### src/rtl/assert_macros.svh
// Assertion macros shared by the RTL of the IRC line field splitter.
// Needs clk and rst_n in the scope of every use.
`ifndef ASSERT_MACROS_SVH
`define ASSERT_MACROS_SVH

// Check a property on every rising edge outside reset.
`define ASSERT_CLK(label, prop, msg) \
  label: assert property (@(posedge clk) disable iff (!rst_n) prop) else $error(msg);

// Check that an expression never holds outside reset.
`define ASSERT_NEVER(label, expr, msg) \
  label: assert property (@(posedge clk) disable iff (!rst_n) !(expr)) else $error(msg);

`endif

### src/rtl/irc_lfs_pkg.sv
// Shared types, codes and constants of the IRC line field splitter.
// No dependencies; imported by every module of the block.
package irc_lfs_pkg;

  // Parameter count saturates here; index shown on the port clamps at 15.
  localparam int MAX_PARAM_INDEX = 15;
  localparam int PARAM_W         = $clog2(MAX_PARAM_INDEX + 1);
  localparam int PNUM_SHOWN_MAX  = 15;

  // Results one byte can cause, and the result queue.
  localparam int MAX_RESULTS = 3;
  localparam int Q_DEPTH     = 4;
  localparam int Q_AW        = $clog2(Q_DEPTH);
  localparam int Q_CW        = $clog2(Q_DEPTH + 1);

  // Field kinds.
  localparam logic [3:0] K_KEY     = 4'd0;
  localparam logic [3:0] K_VALUE   = 4'd1;
  localparam logic [3:0] K_NICK    = 4'd2;
  localparam logic [3:0] K_USER    = 4'd3;
  localparam logic [3:0] K_HOST    = 4'd4;
  localparam logic [3:0] K_COMMAND = 4'd5;
  localparam logic [3:0] K_MIDDLE  = 4'd6;
  localparam logic [3:0] K_TRAIL   = 4'd7;
  localparam logic [3:0] K_CTCP    = 4'd8;
  localparam logic [3:0] K_STATUS  = 4'd9;

  // Line status codes.
  localparam logic [1:0] ST_OK          = 2'd0;
  localparam logic [1:0] ST_EMPTY_FIRST = 2'd1;
  localparam logic [1:0] ST_NO_CMD      = 2'd2;
  localparam logic [1:0] ST_BAD_CTCP    = 2'd3;

  // Parse regions.
  localparam logic [3:0] R_FIRST       = 4'd0;
  localparam logic [3:0] R_KEY         = 4'd1;
  localparam logic [3:0] R_VALUE       = 4'd2;
  localparam logic [3:0] R_AFTER_TAGS  = 4'd3;
  localparam logic [3:0] R_NICK        = 4'd4;
  localparam logic [3:0] R_USER        = 4'd5;
  localparam logic [3:0] R_HOST        = 4'd6;
  localparam logic [3:0] R_CMD_FIRST   = 4'd7;
  localparam logic [3:0] R_CMD         = 4'd8;
  localparam logic [3:0] R_PARAM       = 4'd9;
  localparam logic [3:0] R_MIDDLE      = 4'd10;
  localparam logic [3:0] R_TRAIL_FIRST = 4'd11;
  localparam logic [3:0] R_TRAIL       = 4'd12;
  localparam logic [3:0] R_CTCP_CMD    = 4'd13;
  localparam logic [3:0] R_CTCP_REST   = 4'd14;
  localparam logic [3:0] R_ERR         = 4'd15;

  // Command matcher codes: start, full PRIVMSG, full NOTICE, no match.
  localparam logic [3:0] M_START   = 4'd0;
  localparam logic [3:0] M_PRIVMSG = 4'd7;
  localparam logic [3:0] M_NOTICE  = 4'd13;
  localparam logic [3:0] M_DEAD    = 4'd15;

  // Octets with meaning to the parser.
  localparam logic [7:0] CH_SPACE = 8'h20;
  localparam logic [7:0] CH_AT    = 8'h40;
  localparam logic [7:0] CH_COLON = 8'h3A;
  localparam logic [7:0] CH_SEMI  = 8'h3B;
  localparam logic [7:0] CH_EQ    = 8'h3D;
  localparam logic [7:0] CH_BANG  = 8'h21;
  localparam logic [7:0] CH_BSL   = 8'h5C;
  localparam logic [7:0] CH_CTCP  = 8'h01;

  typedef struct packed {
    logic [7:0] data_byte;
    logic       line_end;
  } in_beat_t;

  typedef struct packed {
    logic [3:0] field_kind;
    logic [7:0] out_byte;
    logic [3:0] param_number;
    logic       field_start;
    logic       line_done;
    logic [1:0] line_status;
  } out_beat_t;

  // Results of one parsed byte, compacted from slot 0 upward.
  typedef struct packed {
    logic [1:0]                       cnt;
    out_beat_t [MAX_RESULTS-1:0]      beats;
  } res_push_t;

endpackage

### src/rtl/irc_lfs_parse.sv
// Per-byte parser of the IRC line field splitter: parse state and result build.
// Depends on irc_lfs_pkg.
module irc_lfs_parse (
  input  logic                  clk,
  input  logic                  rst_n,
  input  logic                  fire,
  input  irc_lfs_pkg::in_beat_t beat,
  output irc_lfs_pkg::res_push_t push
);
  import irc_lfs_pkg::*;

  logic [3:0]         region_r, region_nxt;
  logic               esc_r, esc_nxt;
  logic [3:0]         cmatch_r, cmatch_nxt;
  logic [PARAM_W-1:0] param_r, param_nxt;
  logic [7:0]         held_byte_r, held_byte_nxt;
  logic [3:0]         held_kind_r, held_kind_nxt;
  logic               held_vld_r, held_vld_nxt;
  logic               held_start_r, held_start_nxt;
  logic               ctcp_r, ctcp_nxt;
  logic               cmd_seen_r, cmd_seen_nxt;
  logic               start_r, start_nxt;
  logic [1:0]         lerr_r, lerr_nxt;

  logic [7:0] b;
  logic       eol;
  logic       closing;
  logic       do_cmd;
  logic [3:0] pnum;
  out_beat_t  prim, eol_rel, stat;
  logic       prim_vld, eol_rel_vld;
  logic [1:0] n;

  function automatic out_beat_t mk_beat(input logic [3:0] kind, input logic [7:0] data,
                                        input logic start, input logic [3:0] pn);
    out_beat_t r;
    r.field_kind   = kind;
    r.out_byte     = data;
    r.param_number = (kind == K_MIDDLE || kind == K_TRAIL || kind == K_CTCP) ? pn : 4'd0;
    r.field_start  = start;
    r.line_done    = 1'b0;
    r.line_status  = ST_OK;
    return r;
  endfunction

  // Next letter expected by the command matcher.
  function automatic logic [7:0] cmd_letter(input logic [3:0] m);
    logic [7:0] c;
    case (m)
      4'd1:    c = "R";
      4'd2:    c = "I";
      4'd3:    c = "V";
      4'd4:    c = "M";
      4'd5:    c = "S";
      4'd6:    c = "G";
      4'd8:    c = "O";
      4'd9:    c = "T";
      4'd10:   c = "I";
      4'd11:   c = "C";
      4'd12:   c = "E";
      default: c = 8'h00;
    endcase
    return c;
  endfunction

  function automatic logic [3:0] cmd_next(input logic [3:0] m, input logic [7:0] c);
    logic [3:0] r;
    if (m == M_START) begin
      r = (c == "P") ? 4'd1 : (c == "N") ? 4'd8 : M_DEAD;
    end else if ((m >= 4'd1 && m <= 4'd6) || (m >= 4'd8 && m <= 4'd12)) begin
      r = (c == cmd_letter(m)) ? m + 4'd1 : M_DEAD;
    end else begin
      r = M_DEAD;
    end
    return r;
  endfunction

  function automatic logic [7:0] unesc(input logic [7:0] c);
    logic [7:0] r;
    case (c)
      ":":     r = CH_SEMI;
      "s":     r = CH_SPACE;
      "r":     r = 8'h0D;
      "n":     r = 8'h0A;
      default: r = c;
    endcase
    return r;
  endfunction

  assign b    = beat.data_byte;
  assign eol  = beat.line_end;
  assign pnum = (int'(param_r) > PNUM_SHOWN_MAX) ? 4'(PNUM_SHOWN_MAX) : 4'(param_r);

  always_comb begin
    region_nxt     = region_r;
    esc_nxt        = esc_r;
    cmatch_nxt     = cmatch_r;
    param_nxt      = param_r;
    held_byte_nxt  = held_byte_r;
    held_kind_nxt  = held_kind_r;
    held_vld_nxt   = held_vld_r;
    held_start_nxt = held_start_r;
    ctcp_nxt       = ctcp_r;
    cmd_seen_nxt   = cmd_seen_r;
    start_nxt      = start_r;
    lerr_nxt       = lerr_r;
    do_cmd         = 1'b0;
    prim           = mk_beat(held_kind_r, held_byte_r, held_start_r, pnum);
    prim_vld       = 1'b0;
    eol_rel        = '0;
    eol_rel_vld    = 1'b0;
    stat           = '0;

    closing = eol && (region_r == R_CTCP_CMD || region_r == R_CTCP_REST) && b == CH_CTCP;

    if (closing) begin
      // release the held byte, drop the closing framing octet
      prim_vld     = held_vld_r;
      held_vld_nxt = 1'b0;
    end else begin
      unique case (region_r) inside
        R_FIRST, R_AFTER_TAGS: begin
          if (b == CH_SPACE) begin
            region_nxt = R_ERR;
            lerr_nxt   = (region_r == R_FIRST) ? ST_EMPTY_FIRST : ST_NO_CMD;
          end else if (b == CH_AT && region_r == R_FIRST) begin
            region_nxt = R_KEY;
            start_nxt  = 1'b1;
          end else if (b == CH_COLON) begin
            region_nxt = R_NICK;
            start_nxt  = 1'b1;
          end else begin
            do_cmd = 1'b1;
          end
        end
        R_KEY: begin
          if (b == CH_EQ) begin
            region_nxt = R_VALUE;
            start_nxt  = 1'b1;
          end else if (b == CH_SEMI) begin
            start_nxt = 1'b1;
          end else if (b == CH_SPACE) begin
            region_nxt = R_AFTER_TAGS;
          end else begin
            prim      = mk_beat(K_KEY, b, start_r, pnum);
            prim_vld  = 1'b1;
            start_nxt = 1'b0;
          end
        end
        R_VALUE: begin
          if (b == CH_SEMI || b == CH_SPACE) begin
            esc_nxt    = 1'b0;
            start_nxt  = 1'b1;
            region_nxt = (b == CH_SEMI) ? R_KEY : R_AFTER_TAGS;
          end else if (esc_r) begin
            esc_nxt   = 1'b0;
            prim      = mk_beat(K_VALUE, unesc(b), start_r, pnum);
            prim_vld  = 1'b1;
            start_nxt = 1'b0;
          end else if (b == CH_BSL) begin
            esc_nxt = 1'b1;
          end else begin
            prim      = mk_beat(K_VALUE, b, start_r, pnum);
            prim_vld  = 1'b1;
            start_nxt = 1'b0;
          end
        end
        R_NICK: begin
          if (b == CH_BANG) begin
            region_nxt = R_USER;
            start_nxt  = 1'b1;
          end else if (b == CH_AT) begin
            region_nxt = R_HOST;
            start_nxt  = 1'b1;
          end else if (b == CH_SPACE) begin
            region_nxt = R_CMD_FIRST;
          end else begin
            prim      = mk_beat(K_NICK, b, start_r, pnum);
            prim_vld  = 1'b1;
            start_nxt = 1'b0;
          end
        end
        R_USER: begin
          if (b == CH_AT) begin
            region_nxt = R_HOST;
            start_nxt  = 1'b1;
          end else if (b == CH_SPACE) begin
            region_nxt = R_CMD_FIRST;
          end else begin
            prim      = mk_beat(K_USER, b, start_r, pnum);
            prim_vld  = 1'b1;
            start_nxt = 1'b0;
          end
        end
        R_HOST: begin
          if (b == CH_SPACE) begin
            region_nxt = R_CMD_FIRST;
          end else begin
            prim      = mk_beat(K_HOST, b, start_r, pnum);
            prim_vld  = 1'b1;
            start_nxt = 1'b0;
          end
        end
        R_CMD_FIRST: begin
          if (b == CH_SPACE) begin
            region_nxt = R_ERR;
            lerr_nxt   = ST_NO_CMD;
          end else begin
            do_cmd = 1'b1;
          end
        end
        R_CMD: begin
          if (b == CH_SPACE) begin
            region_nxt = R_PARAM;
            start_nxt  = 1'b1;
          end else begin
            do_cmd = 1'b1;
          end
        end
        R_PARAM: begin
          if (b == CH_COLON) begin
            region_nxt = R_TRAIL_FIRST;
            start_nxt  = 1'b1;
          end else if (b == CH_SPACE) begin
            if (int'(param_r) < MAX_PARAM_INDEX) param_nxt = param_r + PARAM_W'(1);
            start_nxt = 1'b1;
          end else begin
            prim       = mk_beat(K_MIDDLE, b, 1'b1, pnum);
            prim_vld   = 1'b1;
            start_nxt  = 1'b0;
            region_nxt = R_MIDDLE;
          end
        end
        R_MIDDLE: begin
          if (b == CH_SPACE) begin
            if (int'(param_r) < MAX_PARAM_INDEX) param_nxt = param_r + PARAM_W'(1);
            start_nxt  = 1'b1;
            region_nxt = R_PARAM;
          end else begin
            prim      = mk_beat(K_MIDDLE, b, start_r, pnum);
            prim_vld  = 1'b1;
            start_nxt = 1'b0;
          end
        end
        R_TRAIL_FIRST: begin
          if (b == CH_CTCP && (cmatch_r == M_PRIVMSG || cmatch_r == M_NOTICE)) begin
            ctcp_nxt   = 1'b1;
            start_nxt  = 1'b1;
            region_nxt = R_CTCP_CMD;
          end else begin
            prim       = mk_beat(K_TRAIL, b, start_r, pnum);
            prim_vld   = 1'b1;
            start_nxt  = 1'b0;
            region_nxt = R_TRAIL;
          end
        end
        R_TRAIL: begin
          prim      = mk_beat(K_TRAIL, b, start_r, pnum);
          prim_vld  = 1'b1;
          start_nxt = 1'b0;
        end
        R_CTCP_CMD, R_CTCP_REST: begin
          // release the previous held byte; hold this one for the closing check
          prim_vld = held_vld_r;
          if (region_r == R_CTCP_CMD && b == CH_SPACE) begin
            held_vld_nxt = 1'b0;
            start_nxt    = 1'b1;
            region_nxt   = R_CTCP_REST;
          end else begin
            held_byte_nxt  = b;
            held_kind_nxt  = (region_r == R_CTCP_CMD) ? K_CTCP : K_TRAIL;
            held_vld_nxt   = 1'b1;
            held_start_nxt = start_r;
            start_nxt      = 1'b0;
          end
        end
        default: begin
          // error region: drop bytes until the line ends
        end
      endcase
    end

    if (do_cmd) begin
      cmatch_nxt   = cmd_next(cmatch_r, b);
      prim         = mk_beat(K_COMMAND, b, start_r | ~cmd_seen_r, pnum);
      prim_vld     = 1'b1;
      start_nxt    = 1'b0;
      cmd_seen_nxt = 1'b1;
      region_nxt   = R_CMD;
    end

    if (eol) begin
      stat.field_kind = K_STATUS;
      stat.line_done  = 1'b1;
      if (region_nxt == R_ERR) begin
        stat.line_status = lerr_nxt;
      end else if (ctcp_nxt && !closing) begin
        eol_rel          = mk_beat(held_kind_nxt, held_byte_nxt, held_start_nxt, pnum);
        eol_rel_vld      = held_vld_nxt;
        stat.line_status = ST_BAD_CTCP;
      end else begin
        stat.line_status = cmd_seen_nxt ? ST_OK : ST_NO_CMD;
      end
      // back to start of line
      region_nxt   = R_FIRST;
      esc_nxt      = 1'b0;
      cmatch_nxt   = M_START;
      param_nxt    = '0;
      held_vld_nxt = 1'b0;
      ctcp_nxt     = 1'b0;
      cmd_seen_nxt = 1'b0;
      start_nxt    = 1'b1;
      lerr_nxt     = ST_OK;
    end
  end

  // Compact the results into the push slots, in model order.
  always_comb begin
    n          = 2'd0;
    push.beats = '0;
    if (prim_vld) begin
      push.beats[n] = prim;
      n             = n + 2'd1;
    end
    if (eol_rel_vld) begin
      push.beats[n] = eol_rel;
      n             = n + 2'd1;
    end
    if (eol) begin
      push.beats[n] = stat;
      n             = n + 2'd1;
    end
    push.cnt = fire ? n : 2'd0;
  end

  always_ff @(posedge clk) begin
    if (!rst_n) begin
      region_r     <= R_FIRST;
      esc_r        <= 1'b0;
      cmatch_r     <= M_START;
      param_r      <= '0;
      held_vld_r   <= 1'b0;
      held_start_r <= 1'b0;
      ctcp_r       <= 1'b0;
      cmd_seen_r   <= 1'b0;
      start_r      <= 1'b1;
      lerr_r       <= ST_OK;
    end else if (fire) begin
      region_r     <= region_nxt;
      esc_r        <= esc_nxt;
      cmatch_r     <= cmatch_nxt;
      param_r      <= param_nxt;
      held_vld_r   <= held_vld_nxt;
      held_start_r <= held_start_nxt;
      ctcp_r       <= ctcp_nxt;
      cmd_seen_r   <= cmd_seen_nxt;
      start_r      <= start_nxt;
      lerr_r       <= lerr_nxt;
    end
  end

  always_ff @(posedge clk) begin
    if (fire) begin
      held_byte_r <= held_byte_nxt;
      held_kind_r <= held_kind_nxt;
    end
  end

endmodule

### src/rtl/irc_lfs_fifo.sv
// Result queue of the IRC line field splitter: takes up to three beats a cycle,
// gives one unless out_stall holds the head. Depends on irc_lfs_pkg.
module irc_lfs_fifo (
  input  logic                    clk,
  input  logic                    rst_n,
  input  irc_lfs_pkg::res_push_t  push,
  output logic                    room,
  output logic                    out_valid,
  input  logic                    out_stall,
  output irc_lfs_pkg::out_beat_t  out_data
);
  import irc_lfs_pkg::*;

  out_beat_t         mem [Q_DEPTH];
  logic [Q_AW-1:0]   wr_ptr_r, wr_ptr_nxt;
  logic [Q_AW-1:0]   rd_ptr_r, rd_ptr_nxt;
  logic [Q_CW-1:0]   count_r, count_nxt;
  logic              pop;

  assign out_valid = (count_r != '0);
  assign out_data  = mem[rd_ptr_r];
  assign pop       = out_valid && !out_stall;
  // room for a full burst of results from the next byte
  assign room      = (int'(count_r) <= Q_DEPTH - MAX_RESULTS);

  assign wr_ptr_nxt = wr_ptr_r + Q_AW'(push.cnt);
  assign rd_ptr_nxt = rd_ptr_r + Q_AW'(pop);
  assign count_nxt  = count_r + Q_CW'(push.cnt) - Q_CW'(pop);

  always_ff @(posedge clk) begin
    for (int k = 0; k < MAX_RESULTS; k++) begin
      if (k < int'(push.cnt)) mem[wr_ptr_r + Q_AW'(k)] <= push.beats[k];
    end
  end

  always_ff @(posedge clk) begin
    if (!rst_n) begin
      wr_ptr_r <= '0;
      rd_ptr_r <= '0;
      count_r  <= '0;
    end else begin
      wr_ptr_r <= wr_ptr_nxt;
      rd_ptr_r <= rd_ptr_nxt;
      count_r  <= count_nxt;
    end
  end

endmodule

### src/rtl/irc_line_field_splitter.sv
// Top level of the IRC line field splitter: input stage, parser, result queue.
// Depends on irc_lfs_pkg, irc_lfs_parse, irc_lfs_fifo and assert_macros.svh.
//
//   channel | direction | handshake          | beat
//   --------+-----------+--------------------+-------------------------------------
//   in_     | input     | in_valid/in_stall  | in_beat_t: one octet, end-of-line
//   out_    | output    | out_valid/out_stall| out_beat_t: labeled octet or status
//
// One octet per cycle while out_stall is low and each octet yields at most one
// result. An octet that yields two or three results (end of a line, above all one
// inside CTCP framing) holds the next octet in the input stage until the queue,
// which drains one beat a cycle unless out_stall holds it, has room for a full
// burst again. A result passes the input stage, then the queue, before out_.
// Reset clears the stage, the queue and the parse state to start of line.
// in_stall rises only while the stage holds an octet the queue cannot take;
// out_stall holds the queue head in place.
module irc_line_field_splitter (
  input  logic                   clk,
  input  logic                   rst_n,
  input  logic                   in_valid,
  output logic                   in_stall,
  input  irc_lfs_pkg::in_beat_t  in_data,
  output logic                   out_valid,
  input  logic                   out_stall,
  output irc_lfs_pkg::out_beat_t out_data
);
  import irc_lfs_pkg::*;
  `include "assert_macros.svh"

  // Input stage: one registered octet waiting for the parser.
  logic      stg_vld_r, stg_vld_nxt;
  in_beat_t  stg_beat_r;
  logic      in_take;
  logic      fire;
  logic      room;
  res_push_t push;

  // Parse the staged octet whenever the queue can take its worst-case burst.
  assign fire     = stg_vld_r && room;
  // Stall only while a staged octet cannot move on.
  assign in_stall = stg_vld_r && !room;
  assign in_take  = in_valid && !in_stall;

  always_comb begin
    stg_vld_nxt = stg_vld_r;
    if (in_take) begin
      stg_vld_nxt = 1'b1;
    end else if (fire) begin
      stg_vld_nxt = 1'b0;
    end
  end

  always_ff @(posedge clk) begin
    if (!rst_n) begin
      stg_vld_r <= 1'b0;
    end else begin
      stg_vld_r <= stg_vld_nxt;
    end
  end

  // Hold the payload unless a new octet is taken.
  always_ff @(posedge clk) begin
    if (in_take) stg_beat_r <= in_data;
  end

  irc_lfs_parse u_parse (
    .clk   (clk),
    .rst_n (rst_n),
    .fire  (fire),
    .beat  (stg_beat_r),
    .push  (push)
  );

  irc_lfs_fifo u_fifo (
    .clk       (clk),
    .rst_n     (rst_n),
    .push      (push),
    .room      (room),
    .out_valid (out_valid),
    .out_stall (out_stall),
    .out_data  (out_data)
  );

  // A staged octet that is not parsed stays put.
  `ASSERT_CLK(a_stage_hold, (stg_vld_r && !fire) |=> (stg_vld_r && $stable(stg_beat_r)), "staged octet lost while queue full")
  // Every parsed end-of-line octet produces at least its status record.
  `ASSERT_CLK(a_eol_status, (fire && stg_beat_r.line_end) |-> (push.cnt != 2'd0), "line end without status record")
  // Nothing is pushed without a parsed octet.
  `ASSERT_NEVER(a_push_idle, (!fire && push.cnt != 2'd0), "results pushed without a parsed octet")
  // A status beat at the output always carries the line-done mark.
  `ASSERT_CLK(a_status_done, (out_valid && out_data.field_kind == K_STATUS) |-> out_data.line_done, "status beat without line done")

endmodule
### config.mk
export PLATFORM = sky130hd
export DESIGN_NAME = irc_line_field_splitter
export DESIGN_NICKNAME = d
export VERILOG_FILES = /design/src/rtl/irc_lfs_pkg.sv /design/src/rtl/irc_lfs_parse.sv /design/src/rtl/irc_lfs_fifo.sv /design/src/rtl/irc_line_field_splitter.sv
export VERILOG_INCLUDE_DIRS = /design/src /design/src/rtl
export SDC_FILE = /design/constraint.sdc
export NUM_CORES = 1
export LEC_CHECK = 0
export BUFFER_PORTS_ARGS = -buffer_cell sky130_fd_sc_hd__buf_4
export CAP_MARGIN = 20
export CORE_AREA = 2 2 129 131
export DETAILED_ROUTE_END_ITERATION = 6
export DIE_AREA = 0 0 131 133
export PLACE_DENSITY = 0.87
export SYNTH_ARGS = -nofsm -noshare
export SYNTH_HDL_FRONTEND = slang
export SYNTH_SLANG_ARGS = --single-unit
### constraint.sdc
create_clock -name clk -period 5.8 [get_ports clk]
set_clock_uncertainty 0.05 [all_clocks]
set_input_delay 0.58 -clock clk [delete_from_list [all_inputs] [get_ports clk]]
set_output_delay 0.58 -clock clk [all_outputs]
set_load 0.005 [all_outputs]
==> run_results.csv, run 1 <==
group,metric,value,unit
sta,min_period,5.51,ns
detailed_routing,vias,8339,
worst_setup_path,crit_path_max_fanout,18,
clocking,ctsRootBufferMaster,"clkbuf_16",
layout,seqCellArea,0.00371,mm^2
worst_setup_path,slowest_delay,0.88,ns
worst_setup_path,critPathBufInv,2,
floorplanning,start_util,55.3,%
yosys,ys_seq_area_share,41.6,%
yosys,synthCells,940,
sta,setup_violations,0,
place,hpwl,19.9,mm
clocking,cts_tree,"yes",
detailed_routing,route.detailed.drc,2,
worst_hold_path,hold_depth,1,
sta,finalHoldViolations,0,
layout,num-fill-cells,1297,
floorplanning,die_w,131,um
worst_setup_path,required,6.03,ns
worst_setup_path,worst_setup_path_end_kind,"register",
yosys,yosys-top-cells-area,"edfxtp_1 34%, dfxtp_1 7.6%, mux4_2 5.0%, nor2_1 4.5%, nand2_1 3.9%",
sta,rsz0062_at_grt,"no",
yosys,yosysTopAreaCell,"edfxtp_1",
layout,instances_no_fill,1209,
worst_setup_path,reg2reg_depth,18,
global_routing,antenna_found_initial,0,
clocking,cts-buffers-inserted,17,
yosys,ys_types,92,
worst_setup_path,crit_path_top_delay_cell,"nor4_1",
global_routing,grt_pass1_vias,7688,
global_routing,grt_pass1_wl,43.8,mm
place,dpl.cell_count,1175,
place,portBuffers,34,
worst_setup_path,path_cells,"nor4_1 > nand3_1 > a221o_1 > o21a_1 > nor3_1 > o41a_1 > a21boi_4 > buf_4 > ha_1 > nor2_1 > nor3_2 > buf_4 > nand2_1 > o21ai_0 > nor4_2 > nor2_1 > o32ai_2 > and2_1",
global_routing,overflow,0,
detailed_routing,dr.pass1.iters,7,
sta,fmax,182,MHz
worst_setup_path,path_depth,18,
yosys,syn_avg_cell_area,9.51,um^2
yosys,synth.cell_area,0.00894,mm^2
yosys,synth-seq-cells,135,
floorplanning,fp.dieH,133,um
layout,final_core_util,62.9,%
worst_setup_path,cp.arrival,5.74,ns
job,cap_viol_max_count,0,
floorplanning,core_area,0.0162,mm^2
worst_setup_path,path_delay_family,"simple AND/OR/NAND/NOR gates",
layout,num-nets-final,1005,
detailed_routing,finalWirelength,27.9,mm
detailed_routing,drt_first_iter_violations,1497,
layout,area_growth,13.8,%
clocking,clockBufferDepth,2,
clocking,clock_latency,0.43,ns
floorplanning,num_rows,47,
yosys,synth_top_area_share,33.9,%
layout,antennaDiodeCount,0,
outcome,status,"finished, violations left",
yosys,yosysWarningCount,0,
global_routing,groute.usage.overall,32.9,%
clocking,path_clk_slew,0.07,ns
floorplanning,io_pins,35,
sta,fin_setup_tns,0,ns
clocking,cts_max_level,4,
yosys,synth_async_sr_flop_share,0,%
power_and_ir_drop,leakagePower,3.58,nW
power_and_ir_drop,p_per_area,367,mW/mm^2
place,routabilityCongestion,1.02,
global_routing,grt_max_degree,27,
yosys,synth_edf_count,101,
worst_setup_path,start_kind,"register",
layout,drive_gt1_share,17.7,%
detailed_routing,ant_nets,0,
sta,slew_viol_final,0,
outcome,violations,"design-rule violations",
detailed_routing,avgRoutedWirePerCell,23.0,um
sta,slew_headroom,35.6,%
layout,multi_input_area,0.00484,mm^2
clocking,cts.sinks,135,
clocking,cts_hold_buf,0,
sta,period_share,95.0,%
sta,tightest_slew,0.966,ns
floorplanning,die_area,0.0174,mm^2
yosys,synthesis.nets,969,
detailed_routing,viasPerCell,6.90,
yosys,synthFlopType,"edfxtp_1",
worst_setup_path,crit_type,"register to register",
power_and_ir_drop,vdd_ir_drop_max,0.185,mV
worst_hold_path,hold_class,"primary input to register",
-- state kept, by name (all words and copies together) (netlist names), 2 cells and up, named ones only --
name                 flops
stg_beat_r               9
u_fifo.count_r           3
u_fifo.mem              80
u_fifo.rd_ptr_r          2
u_fifo.wr_ptr_r          2
u_parse.cmatch_r         4
u_parse.held_byte_r      8
u_parse.held_kind_r      4
u_parse.lerr_r           2
u_parse.param_r          4
u_parse.region_r         4
-- metrics by stage --
stage | hold WS [ns] | setup WS [ns] | power (W) | instance area, um^2
after detailed placement | 0.410 | 0.281 | 0.00255 | 9530
final | 0.269 | 0.292 | 0.00373 | 10200
after floorplan | 0.382 | 0.0604 | 0.00214 | 8940
after CTS | 0.263 | 0.225 | 0.00371 | 10100
after global routing | 0.258 | 0.0738 | 0.00390 | 10200
after global placement | 0.398 | 0.378 | 0.00251 | 9530
-- report_power, final --
group          switching (W)  internal (W)  leakage, nW
Clock               0.000461      0.000689        0.296
Combinational       0.000722      0.000527         2.08
Sequential          0.000111       0.00122         1.20
Total                0.00129       0.00244         3.58
-- final timing paths --
check                      start                 end  slack (ns)
min                   in_data[0]       stg_beat_r[0]        0.27
max          u_parse.region_r[0]    u_fifo.mem[0][6]        0.29
min reg2reg   u_parse.cmd_seen_r  u_parse.cmd_seen_r        0.46
max reg2reg  u_parse.region_r[0]    u_fifo.mem[0][6]        0.29
-- cells in the final DEF (no fill, tap or decap), types with 15 or more instances in the layout --
cell type / Yosys / routed
a21oi_1: 52 / 50
and2_1: 17 / 17
buf_4: 2 / 73
clkbuf_16: 0 / 17
dfxtp_1: 34 / 34
edfxtp_1: 101 / 101
ha_1: 15 / 15
inv_1: 29 / 29
mux2i_1: 15 / 15
mux4_2: 20 / 20
nand2_1: 94 / 94
nand3_1: 31 / 31
nor2_1: 106 / 106
nor3_1: 20 / 20
o211ai_1: 17 / 17
o21ai_0: 46 / 46
o22ai_1: 24 / 24
o32ai_1: 17 / 17
-- routing by layer --
metal	GRT usage, %	wire [um]
met1	42.4	10600
met2	53.4	13300
met3	6.35	2640
met4	14.5	1370
met5	0	0
-- final cells by class --
type	count	area share [%]
Timing Repair Buffer	76	5.92
Clock inverter	14	1.86
Inverter	32	1.18
Tap cell	220	2.71
Multi-Input combinational cell	714	47.6
Clock buffer	18	4.22
Sequential cell	135	36.5
-- synthesized netlist by cell type, drive strengths merged (11+ instances only) --
library cell	number
a21oi	55
a22oi	11
a31oi	12
and2	17
and3	12
buf	28
clkbuf	31
dfxtp	34
edfxtp	101
ha	15
inv	31
mux2i	15
mux4	20
nand2	94
nand3	32
nand4	11
nor2	106
nor2b	21
nor3	22
o211ai	17
o21ai	50
o22ai	24
o32ai	18
xnor2	11
-- logic make-up after synthesis --
| kind of cell | Yosys count | share of synthesized area (%) |
|---|---|---|
| and+or+nand+nor | 372 | 21.4 |
| AOI/OAI and AO/OA | 264 | 20.7 |
| DFF | 135 | 41.6 |
| buffers and inverters | 91 | 4.45 |
| muxes | 41 | 7.48 |
| xor gates and xnor gates | 20 | 1.96 |
| adders and majority gates | 17 | 2.44 |
-- timing repair --
action,in CTS,in global routing
resized for setup,0,1
buffers inserted,0,1
hold endpoints to repair,0,0
setup endpoints to repair,0,20
Note: power is estimated with default switching activity, not from simulation.
==> run 2, diff against run 1 <==
--- a/config.mk
+++ b/config.mk
@@ -7,11 +7,12 @@
 export NUM_CORES = 1
 export LEC_CHECK = 0
 export BUFFER_PORTS_ARGS = -buffer_cell sky130_fd_sc_hd__buf_4
-export CAP_MARGIN = 20
+export CAP_MARGIN = 10
 export CORE_AREA = 2 2 129 131
 export DETAILED_ROUTE_END_ITERATION = 6
 export DIE_AREA = 0 0 131 133
 export PLACE_DENSITY = 0.87
+export REMOVE_ABC_BUFFERS = 1
 export SYNTH_ARGS = -nofsm -noshare
 export SYNTH_HDL_FRONTEND = slang
 export SYNTH_SLANG_ARGS = --single-unit
==> run 2 against run 1 <==
The flow now finishes without violations; via count is 0.13% higher; routed wire length grew 0.69%; count of clock-buffer cells in the layout did not move; non-clock buffer count up 8; clock power hardly changed; critical path depth shrank 3; hold slack lost 0.0022 ns; global-route usage shrank 0.27 points; setup slack worse by 0.018 ns; critical endpoint unchanged; largest power group unchanged.
==> run_results.csv, run 2 (synthesized netlist as in run 1, its figures left out) <==
group,metric,value,unit
clocking,cts_max_level,4,
layout,regMostFlops,"u_fifo.mem",
place,routabilityCongestion,1.08,
global_routing,grt_pass1_vias,8005,
place,dpl_cell_area,0.00958,mm^2
floorplanning,start_util,55.3,%
global_routing,antenna_found_initial,0,
layout,seqCellArea,0.00371,mm^2
detailed_routing,avgRoutedWirePerCell,23.1,um
layout,drive_gt1_share,18.2,%
sta,rsz0062_at_grt,"no",
worst_setup_path,required,6.05,ns
layout,final_cell_area,0.0102,mm^2
worst_setup_path,crit_path_max_fanout,26,
worst_hold_path,hold_class,"primary input to register",
global_routing,met2_usage,53.3,%
clocking,path_clk_slew,0.06,ns
global_routing,grt_pass1_wl,43.3,mm
floorplanning,fp.dieH,133,um
sta,fmax,181,MHz
floorplanning,die_w,131,um
layout,antennaDiodeCount,0,
global_routing,use_met3,6.55,%
sta,slew_viol_final,0,
place,portBuffers,34,
clocking,clockBufferDepth,2,
clocking,clock_latency,0.43,ns
detailed_routing,ant_nets,0,
global_routing,use_met1,41.2,%
detailed_routing,finalWirelength,28.0,mm
clocking,cts.sinks,135,
detailed_routing,vias,8350,
floorplanning,io_pins,35,
clocking,cts_tree,"yes",
job,cap_viol_max_count,0,
detailed_routing,route.detailed.drc,0,
worst_setup_path,start_kind,"register",
clocking,cts-buffers-inserted,17,
detailed_routing,drt_first_iter_violations,1389,
worst_setup_path,crit_type,"register to register",
floorplanning,die_area,0.0174,mm^2
layout,reg_top3,"u_fifo.mem: 80 flops, stg_beat_r: 9 flops, u_parse.held_byte_r: 8 flops",
clocking,cts_resized,0,
worst_setup_path,reg2reg_slack,0.27,ns
place,hpwl,20.1,mm
layout,num-fill-cells,1333,
layout,multi_input_area,0.00484,mm^2
outcome,status,"finished, final reports clean",
detailed_routing,dr.pass1.iters,6,
clocking,post_cts_buffers,0,
floorplanning,core_area,0.0162,mm^2
place,dpl.cell_count,1185,
sta,finalHoldViolations,0,
layout,final_common_cell,"nor2_1",
sta,slew_headroom,26.5,%
global_routing,groute.usage.overall,32.6,%
layout,num-nets-final,1013,
sta,min_period,5.53,ns
sta,setup_violations,0,
power_and_ir_drop,vdd_ir_drop_max,0.228,mV
global_routing,grt_max_degree,27,
layout,final_cell_mix,"106 x nor2_1, 101 x edfxtp_1, 94 x nand2_1",
layout,largest_register_ffs,80,
worst_setup_path,cp.arrival,5.78,ns
sta,fin_setup_tns,0,ns
sta,tightest_slew,1.09,ns
power_and_ir_drop,total_power,0.00376,W
clocking,ctsRootBufferMaster,"clkbuf_16",
layout,area_growth,14.2,%
global_routing,overflow,0,
global_routing,gr-max-usage-layer,"met2",
worst_setup_path,worst_setup_path_end_kind,"register",
layout,instances_no_fill,1216,
sta,hold_slack,0.267,ns
sta,period_share,95.3,%
floorplanning,num_rows,47,
power_and_ir_drop,leakagePower,3.61,nW
power_and_ir_drop,p_per_area,368,mW/mm^2
detailed_routing,viasPerCell,6.87,
clocking,cts_hold_buf,0,
## run 2: cell types whose count changed in the layout (fill, tap and decap cells not counted)
cell        delta
clkinv_2       +1
clkinv_4       +2
clkinvlp_4     -2
bufinv_16      +1
buf_12         -2
inv_6          -1
nor4_1         +1
clkbuf_8       -1
inv_8          -2
buf_4         +11
nor4_2         -1
## run 2: final timing paths
check / to / from / depth (start not counted)
setup / recovery: u_fifo.mem[0][6] / stg_beat_r[6] / 15
hold / removal: stg_beat_r[0] / in_data[0] / 1
setup reg to reg: u_fifo.mem[0][6] / stg_beat_r[6] / 15
hold reg to reg: u_parse.ctcp_r / u_parse.ctcp_r / 2
## run 2: critical path: stages (launching register included)
cell,delay (ns)
edfxtp_1,0.73
nor2b_1,0.56
nand3_4,0.42
and3_1,0.32
or4_4,0.51
nor3_2,0.24
buf_4,0.32
ha_1,0.23
and2_1,0.18
nor3_2,0.07
nand2_1,0.24
o21ai_0,0.21
nor4_1,0.51
nor2_1,0.13
o32ai_2,0.45
and2_1,0.21
## run 2: routing by layer
layer | up-vias | wire [um] | part of all wire [%]
met3 | 115 | 2540 | 9.1
met4 | 0 | 1280 | 4.5
met2 | 608 | 13600 | 49
li1 | 3676 | - | -
met5 | - | 0 | 0
met1 | 3951 | 10600 | 38
## run 2: layout make-up
cell class,count,area share (%)
Tap cell,220,2.70
Clock buffer,18,4.21
Sequential cell,135,36.4
Multi-Input combinational cell,714,47.4
Clock inverter,13,1.91
Inverter,32,1.18
Timing Repair Buffer,84,6.18
## run 2: power by group
group / leakage, nW / switching, W / internal (W)
sequential: 1.20 / 0.000110 / 0.00122
combinational: 2.11 / 0.000719 / 0.000538
clock: 0.305 / 0.000445 / 0.000723
## run 2: per-stage QoR
stage,util (%),setup WS [ns]
5_1_grt,63.1,0.100
6_report,63.1,0.274
3_5_place_dp,59.2,0.515
2_1_floorplan,-,-0.989
3_3_place_gp,59.2,0.650
4_1_cts,63.1,0.444
==> run 3, diff against run 2 <==
==> constraint.sdc (replaced) <==
create_clock -name clk -period 4.85 [get_ports clk]
set_clock_uncertainty 0.05 [all_clocks]
set_input_delay 0.485 -clock clk [delete_from_list [all_inputs] [get_ports clk]]
set_output_delay 0.485 -clock clk [all_outputs]
set_load 0.005 [all_outputs]
==> run 3 against run 2 <==
Via count grew 1.3%; sequential power grew 20%; cell count grew 4.8%; sequential cell count is the same; combinational power grew 29%; clock power grew 5%; non-clock buffer count grew 58; routed wire length grew 0.15%; register-to-register slack lost 0.17 ns; utilization grew 3.2 points; critical path type unchanged; critical endpoint is now u_fifo.mem[3][7]; largest cell class unchanged; highest routed layer unchanged.
==> run_results.csv, run 3 (synthesized netlist as in run 1, its figures left out) <==
group,metric,value,unit
outcome,status,"finished, final reports clean",
detailed_routing,finalWirelength,28.1,mm
sta,finalHoldViolations,0,
sta,hold_slack,0.178,ns
layout,antennaDiodeCount,0,
power_and_ir_drop,combPwrFrac,36.6,%
clocking,ctsRootBufferMaster,"clkbuf_16",
layout,multi_input_area,0.00494,mm^2
layout,num-fill-cells,1232,
clocking,cts_max_level,4,
detailed_routing,drt_first_iter_violations,1386,
global_routing,antenna_found_initial,0,
clocking,path_clk_slew,0.06,ns
detailed_routing,ant_nets,0,
floorplanning,io_pins,35,
power_and_ir_drop,p_clk_share,27.7,%
floorplanning,die_area,0.0174,mm^2
worst_setup_path,cp.arrival,4.98,ns
floorplanning,num_rows,47,
global_routing,grt_pass1_vias,7943,
worst_setup_path,crit_type,"register to register",
sta,setup_ws,0.104,ns
global_routing,grt_max_degree,23,
clocking,clock_latency,0.43,ns
worst_setup_path,crit_path_max_fanout,18,
sta,tightest_slew,1.04,ns
layout,drive_gt1_share,24.6,%
layout,final_cell_area,0.0107,mm^2
layout,instances_no_fill,1274,
layout,area_growth,20.0,%
detailed_routing,viasPerCell,6.64,
sta,min_period,4.75,ns
detailed_routing,dr.pass1.iters,6,
clocking,cts-buffers-inserted,17,
sta,slew_headroom,30.6,%
layout,regMostFlops,"u_fifo.mem",
layout,final_core_util,66.3,%
clocking,cts.sinks,135,
power_and_ir_drop,swShare,34.7,%
worst_setup_path,start_kind,"register",
power_and_ir_drop,seqPwrFrac,35.8,%
floorplanning,fp.dieH,133,um
place,hpwl,20.2,mm
floorplanning,start_util,55.3,%
worst_hold_path,hold_class,"primary input to register",
power_and_ir_drop,cell_internal_pwr,0.00290,W
sta,fmax,211,MHz
sta,period_share,97.9,%
power_and_ir_drop,p_sw,0.00154,W
clocking,clockBufferDepth,2,
detailed_routing,vias,8460,
floorplanning,die_w,131,um
place,routabilityCongestion,1.03,
layout,final_cell_mix,"137 x buf_4, 101 x nor2_1, 101 x edfxtp_1",
layout,num-nets-final,1071,
clocking,cts_tree,"yes",
global_routing,groute.usage.overall,32.5,%
detailed_routing,avgRoutedWirePerCell,22.0,um
worst_setup_path,required,5.08,ns
global_routing,overflow,0,
place,portBuffers,34,
layout,largest_register_ffs,80,
power_and_ir_drop,leakagePower,3.90,nW
power_and_ir_drop,p_per_area,415,mW/mm^2
layout,reg_top3,"u_fifo.mem: 80 flops, stg_beat_r: 9 flops, u_parse.held_byte_r: 8 flops",
floorplanning,core_area,0.0162,mm^2
layout,final_common_cell,"buf_4",
worst_setup_path,worst_setup_path_end_kind,"register",
job,cap_viol_max_count,0,
clocking,cts_hold_buf,0,
global_routing,grt_pass1_wl,43.2,mm
layout,seqCellArea,0.00372,mm^2
sta,setup_violations,0,
power_and_ir_drop,vdd_ir_drop_max,0.241,mV
detailed_routing,route.detailed.drc,0,
place,dpl_cell_area,0.00993,mm^2
place,dpl.cell_count,1227,
sta,slew_viol_final,0,
place,post-place-ws,-0.112,ns
## run 3: power by group through the flow
stage / clock network, W / logic [W] / registers, W
final: 0.00123 / 0.00163 / 0.00159
after global routing: 0.00128 / 0.00176 / 0.00160
after CTS: 0.00123 / 0.00154 / 0.00159
after detailed placement: 0 / 0.00152 / 0.00161
after global placement: 0 / 0.00148 / 0.00160
after floorplan: 0 / 0.000885 / 0.00162
## run 3: final timing paths
check | to | slack, ns | startpoint | depth (start not counted)
setup / recovery | u_fifo.mem[3][7] | 0.10 | stg_beat_r[4] | 20
hold / removal | stg_beat_r[0] | 0.18 | in_data[0] | 1
setup reg to reg | u_fifo.mem[3][7] | 0.10 | stg_beat_r[4] | 20
hold reg to reg | u_parse.ctcp_r | 0.43 | u_parse.ctcp_r | 2
## run 3: per-layer routing
| metal | GRT usage [%] | vias to the layer above | wire (um) |
|---|---|---|---|
| li1 | - | 3793 | - |
| met1 | 42.6 | 3936 | 10900 |
| met2 | 52.2 | 614 | 13300 |
| met3 | 6.39 | 117 | 2670 |
| met4 | 14.0 | 0 | 1290 |
| met5 | 0 | - | 0 |
## run 3: through the flow
stage | setup TNS [ns] | power, W
floorplan | -176.10 | 0.00251
global placement | 0 | 0.00308
detailed placement | -0.360 | 0.00313
CTS | 0 | 0.00436
global route | -0.161 | 0.00465
finish | 0 | 0.00445
## run 3: cell type report
cell class | count | area share (%)
multi-input cells | 714 | 46.0
flip-flops and latches | 135 | 34.7
repair buffers | 142 | 10.4
clock buffers | 17 | 3.97
well taps | 220 | 2.57
clock inverters | 14 | 1.19
inverters | 32 | 1.12
## run 3: critical path, cell delays in order (launching register included)
cell	delay, ns
edfxtp_1	0.57
nor4b_2	0.35
buf_4	0.21
nand3_1	0.09
a221o_1	0.46
o21a_1	0.15
nor3_2	0.20
o41a_1	0.32
a21boi_4	0.10
buf_4	0.22
ha_1	0.23
nor2_2	0.14
nor3_2	0.07
buf_4	0.19
and2_1	0.17
nand2_1	0.09
o21ai_0	0.13
nor2_2	0.24
a21oi_4	0.09
o32a_1	0.36
nor2b_1	0.17
## run 3: timing repair
action	CTS	global route
pin swaps	0	7
gates cloned	0	0
buffers inserted	0	16
gates resized for setup	2	23
setup endpoints to repair	10	118
